$ cat config.mk
export PLATFORM = sky130hd
export DESIGN_NAME = i2c_bitbang_master_core_flat
export DESIGN_NICKNAME = d
export VERILOG_FILES = /design/src/rtl/core/i2cbb_pkg.sv /design/src/rtl/core/i2cbb_if.sv /design/src/rtl/core/i2c_bitbang_master_core.sv /design/src/flat_wrapper.sv
export SDC_FILE = /design/constraint.sdc
export NUM_CORES = 1
export LEC_CHECK = 0
export BUFFER_PORTS_ARGS = -buffer_cell sky130_fd_sc_hd__buf_2
export CAP_MARGIN = 20
export CORE_MARGIN = 5
export CORE_UTILIZATION = 55
export DETAILED_ROUTE_END_ITERATION = 12
export PLACE_DENSITY = 0.84
export RECOVER_POWER = 25
export SLEW_MARGIN = 25
export SYNTH_ARGS = -nofsm -noshare
export SYNTH_HDL_FRONTEND = slang
export SYNTH_SLANG_ARGS = --single-unit
$ cat constraint.sdc
create_clock -name clk -period 6.7 [get_ports clk]
set_clock_uncertainty 0.05 [all_clocks]
set_input_delay 0.335 -clock clk [delete_from_list [all_inputs] [get_ports clk]]
set_output_delay 0.335 -clock clk [all_outputs]
set_load 0.01 [all_outputs]
$ cat src/rtl/core/i2cbb_pkg.sv
// Shared types and constants for the bit-banged I2C master sequencer
`default_nettype none

package i2cbb_pkg;

    localparam int APB_AW = 3;
    localparam int APB_DW = 32;

    localparam logic       REG_ACK_RETRY   = 1'b0;
    localparam logic [7:0] ACK_RETRY_RESET = 8'd20;
    localparam logic [3:0] BITS_PER_BYTE   = 4'd8;

    typedef enum logic [2:0] {
        OP_TICK  = 3'd0,
        OP_START = 3'd1,
        OP_WRITE = 3'd2,
        OP_READ  = 3'd3,
        OP_STOP  = 3'd4
    } op_t;

    typedef enum logic [4:0] {
        PH_IDLE      = 5'd0,
        PH_ST_SDA_HI = 5'd1,
        PH_ST_SCL_HI = 5'd2,
        PH_ST_SDA_LO = 5'd3,
        PH_B_SCL_LO  = 5'd4,
        PH_B_DATA    = 5'd5,
        PH_B_SCL_HI  = 5'd6,
        PH_A_SCL_LO  = 5'd7,
        PH_A_SDA_HI  = 5'd8,
        PH_A_SCL_HI  = 5'd9,
        PH_A_SAMPLE  = 5'd10,
        PH_A_WAIT    = 5'd11,
        PH_A_FINISH  = 5'd12,
        PH_R_SCL_LO  = 5'd13,
        PH_R_SDA_HI  = 5'd14,
        PH_R_SCL_HI  = 5'd15,
        PH_R_SAMPLE  = 5'd16,
        PH_RA_SCL_LO = 5'd17,
        PH_RA_SDA    = 5'd18,
        PH_RA_SCL_HI = 5'd19,
        PH_P_SCL_LO  = 5'd20,
        PH_P_SDA_LO  = 5'd21,
        PH_P_SCL_HI  = 5'd22,
        PH_P_SDA_HI  = 5'd23,
        PH_E_SCL_LO  = 5'd24,
        PH_E_SDA_LO  = 5'd25,
        PH_E_SCL_HI  = 5'd26,
        PH_E_SDA_HI  = 5'd27
    } phase_t;

endpackage

`default_nettype wire

$ cat src/rtl/core/i2cbb_if.sv
// Request and result channel interfaces for the I2C master sequencer
`default_nettype none

interface i2cbb_cmd_if;
    logic       valid;
    logic       ready;
    logic [2:0] opcode;
    logic [7:0] data_byte;
    logic       ack_after_read;
    logic       sda_in;

    modport source (output valid, opcode, data_byte, ack_after_read, sda_in, input ready);
    modport sink   (input valid, opcode, data_byte, ack_after_read, sda_in, output ready);
endinterface

interface i2cbb_res_if;
    logic       valid;
    logic       ready;
    logic       scl_level;
    logic       sda_level;
    logic       busy_res;
    logic       done_res;
    logic       ack_error;
    logic [7:0] read_byte;

    modport source (output valid, scl_level, sda_level, busy_res, done_res, ack_error,
                    read_byte, input ready);
    modport sink   (input valid, scl_level, sda_level, busy_res, done_res, ack_error,
                    read_byte, output ready);
endinterface

`default_nettype wire

$ cat src/rtl/core/i2c_bitbang_master_core.sv
// Top level: bit-banged I2C master sequencer, one bus step per request
// The result of a request is registered and valid in the cycle after it is
// accepted. One request per cycle unless an untaken result stalls; the
// sequencer state and the result register both update at the accepting edge,
// and the result register frees itself when taken, so a new request is taken
// while a result waits. Reset: asynchronous, active low; sequencer idle, SCL
// and SDA released, ack_retry_reg back to 20, no result pending.
`default_nettype none

module i2c_bitbang_master_core (
    input  wire logic                          clk,
    input  wire logic                          rst_n,
    i2cbb_cmd_if.sink                          cmd,
    i2cbb_res_if.source                        res,
    input  wire logic                          psel,
    input  wire logic                          penable,
    input  wire logic                          pwrite,
    input  wire logic [i2cbb_pkg::APB_AW-1:0]  paddr,
    input  wire logic [i2cbb_pkg::APB_DW-1:0]  pwdata,
    output logic      [i2cbb_pkg::APB_DW-1:0]  prdata,
    output logic                               pready
);
    import i2cbb_pkg::*;

    // config
    logic [7:0] ack_retry_reg;
    logic       cfg_hit;

    // sequencer state
    phase_t     phase_reg, phase_next, phase_eff;
    logic       addr_cmd_reg, addr_cmd_eff;
    logic [7:0] shift_reg, shift_eff, shift_next;
    logic [3:0] bcnt_reg, bcnt_eff, bcnt_next, bcnt_inc;
    logic [7:0] retry_reg, retry_eff, retry_next;
    logic       ack_mode_reg, ack_mode_eff;
    logic       scl_reg, scl_next;
    logic       sda_reg, sda_next;

    // step results
    logic       start_cmd;
    logic       done_next, err_next;
    logic [7:0] rdout_next;
    logic       accept;

    // result register
    logic       res_valid_reg;
    logic       res_scl_reg, res_sda_reg, res_busy_reg, res_done_reg, res_err_reg;
    logic [7:0] res_rd_reg;

    // APB
    assign pready  = 1'b1;
    assign cfg_hit = (paddr[2] == REG_ACK_RETRY);
    assign prdata  = cfg_hit ? {{(APB_DW-8){1'b0}}, ack_retry_reg} : '0;

    always_ff @(posedge clk or negedge rst_n)
    begin
        if (!rst_n)
        begin
            ack_retry_reg <= ACK_RETRY_RESET;
        end
        else if (psel && penable && pwrite && pready && cfg_hit)
        begin
            ack_retry_reg <= pwdata[7:0];
        end
    end

    // handshake
    assign cmd.ready = !res_valid_reg || res.ready;
    assign accept    = cmd.valid && cmd.ready;

    // command load when idle
    always_comb
    begin
        start_cmd = (phase_reg == PH_IDLE) &&
                    (cmd.opcode == OP_START || cmd.opcode == OP_WRITE ||
                     cmd.opcode == OP_READ  || cmd.opcode == OP_STOP);
        phase_eff    = phase_reg;
        addr_cmd_eff = addr_cmd_reg;
        shift_eff    = shift_reg;
        bcnt_eff     = bcnt_reg;
        retry_eff    = retry_reg;
        ack_mode_eff = ack_mode_reg;
        if (start_cmd)
        begin
            addr_cmd_eff = (cmd.opcode == OP_START);
            shift_eff    = cmd.data_byte;
            bcnt_eff     = '0;
            retry_eff    = '0;
            ack_mode_eff = cmd.ack_after_read;
            unique case (cmd.opcode)
                OP_START: phase_eff = PH_ST_SDA_HI;
                OP_WRITE: phase_eff = PH_B_SCL_LO;
                OP_READ:  phase_eff = PH_R_SCL_LO;
                default:  phase_eff = PH_P_SCL_LO;
            endcase
        end
    end

    assign bcnt_inc = bcnt_eff + 4'd1;

    // next phase
    always_comb
    begin
        phase_next = PH_IDLE;
        unique case (phase_eff)
            PH_IDLE:      phase_next = PH_IDLE;
            PH_ST_SDA_HI: phase_next = PH_ST_SCL_HI;
            PH_ST_SCL_HI: phase_next = PH_ST_SDA_LO;
            PH_ST_SDA_LO: phase_next = PH_B_SCL_LO;
            PH_B_SCL_LO:  phase_next = PH_B_DATA;
            PH_B_DATA:    phase_next = PH_B_SCL_HI;
            PH_B_SCL_HI:  phase_next = (bcnt_inc >= BITS_PER_BYTE) ? PH_A_SCL_LO : PH_B_SCL_LO;
            PH_A_SCL_LO:  phase_next = PH_A_SDA_HI;
            PH_A_SDA_HI:  phase_next = PH_A_SCL_HI;
            PH_A_SCL_HI:  phase_next = PH_A_SAMPLE;
            PH_A_SAMPLE:  phase_next = cmd.sda_in ? PH_A_WAIT : PH_A_FINISH;
            PH_A_WAIT:
            begin
                priority if (retry_eff != '0)
                    phase_next = PH_A_WAIT;
                else if (!cmd.sda_in)
                    phase_next = PH_A_FINISH;
                else if (addr_cmd_eff)
                    phase_next = PH_E_SCL_LO;
                else
                    phase_next = PH_IDLE;
            end
            PH_A_FINISH:  phase_next = PH_IDLE;
            PH_R_SCL_LO:  phase_next = PH_R_SDA_HI;
            PH_R_SDA_HI:  phase_next = PH_R_SCL_HI;
            PH_R_SCL_HI:  phase_next = PH_R_SAMPLE;
            PH_R_SAMPLE:  phase_next = (bcnt_inc >= BITS_PER_BYTE) ? PH_RA_SCL_LO : PH_R_SCL_LO;
            PH_RA_SCL_LO: phase_next = PH_RA_SDA;
            PH_RA_SDA:    phase_next = PH_RA_SCL_HI;
            PH_RA_SCL_HI: phase_next = PH_IDLE;
            PH_P_SCL_LO:  phase_next = PH_P_SDA_LO;
            PH_P_SDA_LO:  phase_next = PH_P_SCL_HI;
            PH_P_SCL_HI:  phase_next = PH_P_SDA_HI;
            PH_P_SDA_HI:  phase_next = PH_IDLE;
            PH_E_SCL_LO:  phase_next = PH_E_SDA_LO;
            PH_E_SDA_LO:  phase_next = PH_E_SCL_HI;
            PH_E_SCL_HI:  phase_next = PH_E_SDA_HI;
            PH_E_SDA_HI:  phase_next = PH_IDLE;
            default:      phase_next = PH_IDLE;
        endcase
    end

    // line drive, datapath and flags
    always_comb
    begin
        scl_next   = scl_reg;
        sda_next   = sda_reg;
        shift_next = shift_eff;
        bcnt_next  = bcnt_eff;
        retry_next = retry_eff;
        done_next  = 1'b0;
        err_next   = 1'b0;
        rdout_next = '0;
        unique case (phase_eff)
            PH_ST_SDA_HI, PH_A_SDA_HI, PH_R_SDA_HI: sda_next = 1'b1;
            PH_ST_SDA_LO, PH_P_SDA_LO, PH_E_SDA_LO: sda_next = 1'b0;
            PH_ST_SCL_HI, PH_A_SCL_HI, PH_R_SCL_HI,
            PH_P_SCL_HI, PH_E_SCL_HI:               scl_next = 1'b1;
            PH_B_SCL_LO, PH_A_SCL_LO, PH_R_SCL_LO,
            PH_RA_SCL_LO, PH_P_SCL_LO, PH_E_SCL_LO:  scl_next = 1'b0;
            PH_B_DATA:
            begin
                sda_next   = shift_eff[7];
                shift_next = {shift_eff[6:0], 1'b0};
            end
            PH_B_SCL_HI:
            begin
                scl_next  = 1'b1;
                bcnt_next = (bcnt_inc >= BITS_PER_BYTE) ? 4'd0 : bcnt_inc;
            end
            PH_A_SAMPLE:
            begin
                if (cmd.sda_in)
                    retry_next = ack_retry_reg;
            end
            PH_A_WAIT:
            begin
                if (retry_eff != '0)
                    retry_next = retry_eff - 8'd1;
                else if (cmd.sda_in && !addr_cmd_eff)
                begin
                    done_next = 1'b1;
                    err_next  = 1'b1;
                end
            end
            PH_A_FINISH:
            begin
                scl_next  = 1'b0;
                done_next = 1'b1;
            end
            PH_R_SAMPLE:
            begin
                shift_next = {shift_eff[6:0], cmd.sda_in};
                bcnt_next  = (bcnt_inc >= BITS_PER_BYTE) ? 4'd0 : bcnt_inc;
            end
            PH_RA_SDA:    sda_next = !ack_mode_eff;
            PH_RA_SCL_HI:
            begin
                scl_next   = 1'b1;
                done_next  = 1'b1;
                rdout_next = shift_eff;
            end
            PH_P_SDA_HI:
            begin
                sda_next  = 1'b1;
                done_next = 1'b1;
            end
            PH_E_SDA_HI:
            begin
                sda_next  = 1'b1;
                done_next = 1'b1;
                err_next  = 1'b1;
            end
            default: ;
        endcase
    end

    always_ff @(posedge clk or negedge rst_n)
    begin
        if (!rst_n)
        begin
            phase_reg    <= PH_IDLE;
            addr_cmd_reg <= 1'b0;
            shift_reg    <= '0;
            bcnt_reg     <= '0;
            retry_reg    <= '0;
            ack_mode_reg <= 1'b0;
            scl_reg      <= 1'b1;
            sda_reg      <= 1'b1;
        end
        else if (accept)
        begin
            phase_reg    <= phase_next;
            addr_cmd_reg <= addr_cmd_eff;
            shift_reg    <= shift_next;
            bcnt_reg     <= bcnt_next;
            retry_reg    <= retry_next;
            ack_mode_reg <= ack_mode_eff;
            scl_reg      <= scl_next;
            sda_reg      <= sda_next;
        end
    end

    always_ff @(posedge clk or negedge rst_n)
    begin
        if (!rst_n)
        begin
            res_valid_reg <= 1'b0;
        end
        else if (accept)
        begin
            res_valid_reg <= 1'b1;
        end
        else if (res.ready)
        begin
            res_valid_reg <= 1'b0;
        end
    end

    always_ff @(posedge clk)
    begin
        if (accept)
        begin
            res_scl_reg  <= scl_next;
            res_sda_reg  <= sda_next;
            res_busy_reg <= (phase_next != PH_IDLE);
            res_done_reg <= done_next;
            res_err_reg  <= err_next;
            res_rd_reg   <= rdout_next;
        end
    end

    assign res.valid     = res_valid_reg;
    assign res.scl_level = res_scl_reg;
    assign res.sda_level = res_sda_reg;
    assign res.busy_res  = res_busy_reg;
    assign res.done_res  = res_done_reg;
    assign res.ack_error = res_err_reg;
    assign res.read_byte = res_rd_reg;

endmodule

`default_nettype wire

$ cat src/flat_wrapper.sv
// flat-port wrapper written by rule: the top's interface ports become plain ports
module i2c_bitbang_master_core_flat import i2cbb_pkg::*;
  (clk, rst_n, psel, penable, pwrite, paddr, pwdata, prdata, pready, cmd_valid, cmd_opcode, cmd_data_byte, cmd_ack_after_read, cmd_sda_in, cmd_ready, res_valid, res_scl_level, res_sda_level, res_busy_res, res_done_res, res_ack_error, res_read_byte, res_ready);
  i2cbb_cmd_if cmd_i ();
  i2cbb_res_if res_i ();
  input  wire logic clk;
  input  wire logic rst_n;
  input  wire logic psel;
  input  wire logic penable;
  input  wire logic pwrite;
  input  wire logic [i2cbb_pkg::APB_AW-1:0] paddr;
  input  wire logic [i2cbb_pkg::APB_DW-1:0] pwdata;
  output logic      [i2cbb_pkg::APB_DW-1:0] prdata;
  output logic pready;
  input wire logic [$bits(cmd_i.valid)-1:0] cmd_valid;
  input wire logic [$bits(cmd_i.opcode)-1:0] cmd_opcode;
  input wire logic [$bits(cmd_i.data_byte)-1:0] cmd_data_byte;
  input wire logic [$bits(cmd_i.ack_after_read)-1:0] cmd_ack_after_read;
  input wire logic [$bits(cmd_i.sda_in)-1:0] cmd_sda_in;
  output wire logic [$bits(cmd_i.ready)-1:0] cmd_ready;
  output wire logic [$bits(res_i.valid)-1:0] res_valid;
  output wire logic [$bits(res_i.scl_level)-1:0] res_scl_level;
  output wire logic [$bits(res_i.sda_level)-1:0] res_sda_level;
  output wire logic [$bits(res_i.busy_res)-1:0] res_busy_res;
  output wire logic [$bits(res_i.done_res)-1:0] res_done_res;
  output wire logic [$bits(res_i.ack_error)-1:0] res_ack_error;
  output wire logic [$bits(res_i.read_byte)-1:0] res_read_byte;
  input wire logic [$bits(res_i.ready)-1:0] res_ready;
  assign cmd_i.valid = cmd_valid;
  assign cmd_i.opcode = cmd_opcode;
  assign cmd_i.data_byte = cmd_data_byte;
  assign cmd_i.ack_after_read = cmd_ack_after_read;
  assign cmd_i.sda_in = cmd_sda_in;
  assign cmd_ready = cmd_i.ready;
  assign res_valid = res_i.valid;
  assign res_scl_level = res_i.scl_level;
  assign res_sda_level = res_i.sda_level;
  assign res_busy_res = res_i.busy_res;
  assign res_done_res = res_i.done_res;
  assign res_ack_error = res_i.ack_error;
  assign res_read_byte = res_i.read_byte;
  assign res_i.ready = res_ready;
  i2c_bitbang_master_core u_core (.clk(clk), .rst_n(rst_n), .cmd(cmd_i), .res(res_i), .psel(psel), .penable(penable), .pwrite(pwrite), .paddr(paddr), .pwdata(pwdata), .prdata(prdata), .pready(pready));
endmodule
After elaboration in Yosys (flattened, before gate mapping):

Cells that the tools add are included.

* bits in registers: 51
* bits in read-only memories: 0
* logic and storage cells: 103
* memory bits (writable): 0
* memories kept: 0
* output and inout bits: 48
* latch bits: 0
* input port bits: 55

* divide/modulo/power cells: 0
* multiplexer cells: 29
* $add $sub $neg: 2
* reductions and logical operators: 23
* magnitude comparators: 1
* bitwise gates (word level): 1
* $mul: 0
* shifts and indexed selects: 0
* equality and inequality tests: 31

Operators with widths (count)
* $pmux W5 S23: 1
* $eq A5 B5 Y1 const B: 12
* $eq A5 B4 Y1 const B: 8
* $mux W8: 5
* $pmux W8 S2: 2
* $mux W5: 5
* $eq A5 B3 Y1 const B: 4
* $pmux W5 S3: 1
* $reduce_or A7 Y1: 2
* $mux W4: 3
* $eq A5 B2 Y1 const B: 2
* $reduce_bool A8 Y1: 1
* $sub A8 B1 Y8 const B: 1
* $eq A3 B2 Y1 const B: 2
* $logic_and A1 B1 Y1: 6
* $mux W1: 6
* $pmux W1 S2: 3
* $eq A5 B1 Y1 const B: 1
* $logic_not A5 Y1: 1
* $reduce_bool A5 Y1: 1
* $reduce_or A5 Y1: 1
* $add A4 B1 Y4 const B: 1
* $ge A4 B4 Y1 const B: 1
* $logic_or A1 B1 Y1: 4
* 11 further kinds: 13

Longest topological paths before layout:

* depth in word-level cells: 11
* gate-level depth with buffers: 15
* mapped depth without buffers: 9

Worst setup path after synthesis:

No wires, ideal clock.

* kind: flip-flop to flip-flop
* start point: reg u_core.phase_reg[1]
* end point: reg u_core.res_busy_reg (netlist: u_core.res.busy_res) (data pin)
* setup time: 0.267 ns
* arrival: 2.646 ns
* stages on the path, launching flop included: 15
* setup slack: 3.738 ns
* required time: 6.383 ns
* cells stage by stage: dfrtp_1 -> buf_6 -> nor3_4 -> buf_2 -> nand4_2 -> buf_2 -> buf_2 -> nand2_1 -> ha_1 -> buf_2 -> o21ai_2 -> a221oi_2 -> nand4_1 -> nor3_1 -> nand3_1

* longest elaborated chain between the ends: 8

RTL lines
* start, declared: line i2c_bitbang_master_core.sv:30 `phase_t phase_reg, phase_next, phase_eff;`
* start signal, assigned: line i2c_bitbang_master_core.sv:238 `phase_reg <= phase_next;`
* $logic_not A5 Y1: line i2c_bitbang_master_core.sv:74 `start_cmd = (phase_reg == PH_IDLE) &&`
* $logic_and A1 B1 Y1: line i2c_bitbang_master_core.sv:74
* $mux W4 / $mux W1 (equally long branches): line i2c_bitbang_master_core.sv:83 `if (start_cmd)`
* $add A4 B1 Y4 / $mux W5 (equally long branches): line i2c_bitbang_master_core.sv:99, i2c_bitbang_master_core.sv:123
* $ge A4 B4 Y1 / $mux W5 (equally long branches): line i2c_bitbang_master_core.sv:112, i2c_bitbang_master_core.sv:132, i2c_bitbang_master_core.sv:121
* $mux W2, or another cell as far along: line i2c_bitbang_master_core.sv:112 `PH_B_SCL_HI: phase_next = (bcnt_inc >= BITS_PER_BYTE) ? PH_A_SCL_LO : PH_B_SCL_LO;`
* $pmux W5 S23 *: line i2c_bitbang_master_core.sv:105 `unique case (phase_eff)`
* $reduce_bool A5 Y1 *: line i2c_bitbang_master_core.sv:271 `res_busy_reg <= (phase_next != PH_IDLE);`
* end signal, assigned: line i2c_bitbang_master_core.sv:271
* end, declared: line i2c_bitbang_master_core.sv:47 `logic res_scl_reg, res_sda_reg, res_busy_reg, res_done_reg, res_err_reg;`

Mark *: on every way between the ends. The rest lies on a longest branch, timed or not.
A chain may end at the register's enable or synchronous reset.

Worst setup path in the final report:

Ends and elaborated chain as after synthesis.

==> results.ini <==
[run_status]
status=finished with violations
violations=max-capacitance violations, max-slew violations

[cts]
root_buffer=clkbuf_8
cts_resized=0
clockBufferDepth=2
cts.sinks=51
postCtsSetupBuffers=0
tritoncts=built
cts_buffers=5
clkTransAtPathRegs_ns=0.09
cts-htree-levels=2
insertion_delay_ns=0.31
postCtsHoldBufs=0

[sta]
finalHoldViolations=0
whs_ns=0.172
tightest_slew_ns=2.13
grt_setup_unrepaired=false
setup_slack_ns=2.61
max_slew_margin_pct=-41.7
slew_viol_final=39
fin_setup_tns_ns=0
setup_viol=0
max_freq_ghz=0.244
period_needed_ns=4.09
post-route-period-util_pct=61.0

[place]
pre_cts_slack_ns=2.72
place_congestion=0.962
postPlaceCellArea_um2=3670
portBuffers=51
dp_cells=505
hpwl_um=5850

[critical_path]
critPathLaunchType=register
cp_top_family=simple AND/OR/NAND/NOR gates
cp_num_buf_inv=0
cp.arrival_ns=4.09
reg2reg_from=u_core.phase_reg[1]
cp_max_fo=26
r2r-end=u_core.res.busy_res
max_stage_delay_ns=0.73
end_kind=register
cp.required_ns=6.70
worst_setup_path_startpoint=u_core.phase_reg[1]
rr_worst_depth=9
crit_chain=nor3_4, nand4_2, nand2_1, ha_1, o21ai_2, a221oi_2, nand4_1, nor3_1, nand3_1
slowest_stage=nand4_2
endpoint=u_core.res.busy_res
reg2reg_slack_ns=2.61
worstSetupPathType=reg2reg
crit_cells=9

[die]
initial_utilization_pct=55.9
core-area_um2=6310
row_count=29
die_x_um=90.1
io_pins=103
dieArea_um2=8120
die_h_um=90.1

[synth]
synthDistinctLibCells=67
synth_top_area_share_pct=24.1
synth_async_sr_flop_share_pct=74.5
syn-instance-count=404
synthTopCellsByArea=dfrtp_1 (24%), edfxtp_1 (11%), buf_4 (5.3%), nand2_1 (4.8%), o21ai_1 (3.4%)
netlist_area_um2=3530
synth.most_common_cell=nand2_1
avgSynthCellArea_um2=8.74
synth_seq_area_share_pct=38.1
synth_flop_cell=dfrtp_1
synth_edf_count=13
synth_seq_cells=51
ys_top_cells_by_count=nand2_1 (45), dfrtp_1 (34), nor2_1 (31)
yosysTopAreaCell=dfrtp_1
yosys_warnings=0

[detailed_routing]
vias=3053
wl_um=8260
dr.pass1.iters=5
drc_errors=0
drtAntennaViolNets=0
wl_per_cell_um=16.1
drt_iter0_markers=306
viasPerCell=5.95

[global_route]
antenna_found_initial=0
grt_remaining_overflow=0
grt_start_max_net_pins=39
track_usage_pct=20.3
grt_pass1_wl_um=13900
grt_pass1_vias=2876

[power]
peakVddDrop_mv=0.179
power_mw=1.45
leakagePower_nw=1.64
p_per_area_nw_per_um2=385

[cells_and_area]
nNetsFinal=492
antenna_cells=0
syn2layout_area_growth_pct=6.49
final_core_util_pct=59.5
num-fill-cells=579
drive_above_1_share_pct=19.5
final_cells=513
stdcell_area_um2=3760

[min_path]
hold_path.class=in2reg

[run]
max_cap_violations=1

==> metal layers <==
layer | part of all wire (%) | GRT usage (%) | wire length [µm] | vias to the layer above
met5 | 0 | 0 | 0 | -
met4 | 2.2 | 8.06 | 178 | 0
met3 | 8.4 | 3.92 | 694 | 17
met2 | 48 | 33.2 | 3950 | 158
met1 | 42 | 26.4 | 3440 | 1407
li1 | - | - | - | 1471
==> worst register-to-register path: stages (launching register included) <==
cell and delay, ns:
dfrtp_1 0.70, nor3_4 0.59, nand4_2 0.73, nand2_1 0.28, ha_1 0.37, o21ai_2 0.19
a221oi_2 0.40, nand4_1 0.19, nor3_1 0.23, nand3_1 0.11
==> placed cells by master, fill, tap and decap left out, drive strengths merged, types with 5 or more instances in the layout <==
cell,count
a21oi,21
nand2b,8
edfxtp,13
dfrtp,34
inv,8
nand3,5
mux2,16
clkbuf,7
mux2i,11
nor2b,13
a31oi,7
o21ai,41
nand2,45
nor2,32
buf,52
a21o,5
nor3,15
conb,25
o31ai,6
and2,6
==> worst min path at each step <==
stage / from / cells after the start / slack (ns) / endpoint
floorplan: rst_n / 0 / -0.01 / u_core.ack_mode_reg
global placement: u_core.bcnt_reg[2] / 1 / 0.41 / u_core.bcnt_reg[2]
detailed placement: u_core.shift_reg[0] / 2 / 0.43 / u_core.shift_reg[0]
CTS: rst_n / 1 / 0.1 / u_core.addr_cmd_reg
global route: pwdata[1] / 2 / 0.18 / u_core.ack_retry_reg[1]
finish: cmd_valid / 2 / 0.17 / u_core.res.valid
==> logic make-up (layout without fill, tap and decap cells) <==
kind of cell             count (synthesis)  in the layout  synth area share [%]
AND/OR/NAND/NOR                        146            146                  21.9
AO/OA/AOI/OAI                          114            114                  20.7
buffers and inverters                   60             69                  9.61
flip-flops                              51             51                  38.1
multiplexers                            27             27                  8.22
adder cells (fa/ha/maj)                  2              2                 0.709
other                                    2             25                 0.213
XOR/XNOR                                 2              2                 0.496
==> power breakdown <==
group	internal [mW]	switching, mW	total [mW]
combinational	0.292	0.410	0.701
sequential	0.420	0.147	0.567
clock	0.0739	0.103	0.177
total	0.786	0.660	1.45
==> area by class of cell <==
cell class | instances | area (µm²) | area share, %
Clock buffer | 6 | 72.6 | 1.93
Clock inverter | 2 | 13.8 | 0.366
Inverter | 8 | 30.0 | 0.799
Multi-Input combinational cell | 316 | 1930 | 51.4
Sequential cell | 51 | 1350 | 35.8
Tap cell | 77 | 96.3 | 2.56
Timing Repair Buffer | 53 | 269 | 7.16
Note: power is estimated with default switching activity, not from simulation.
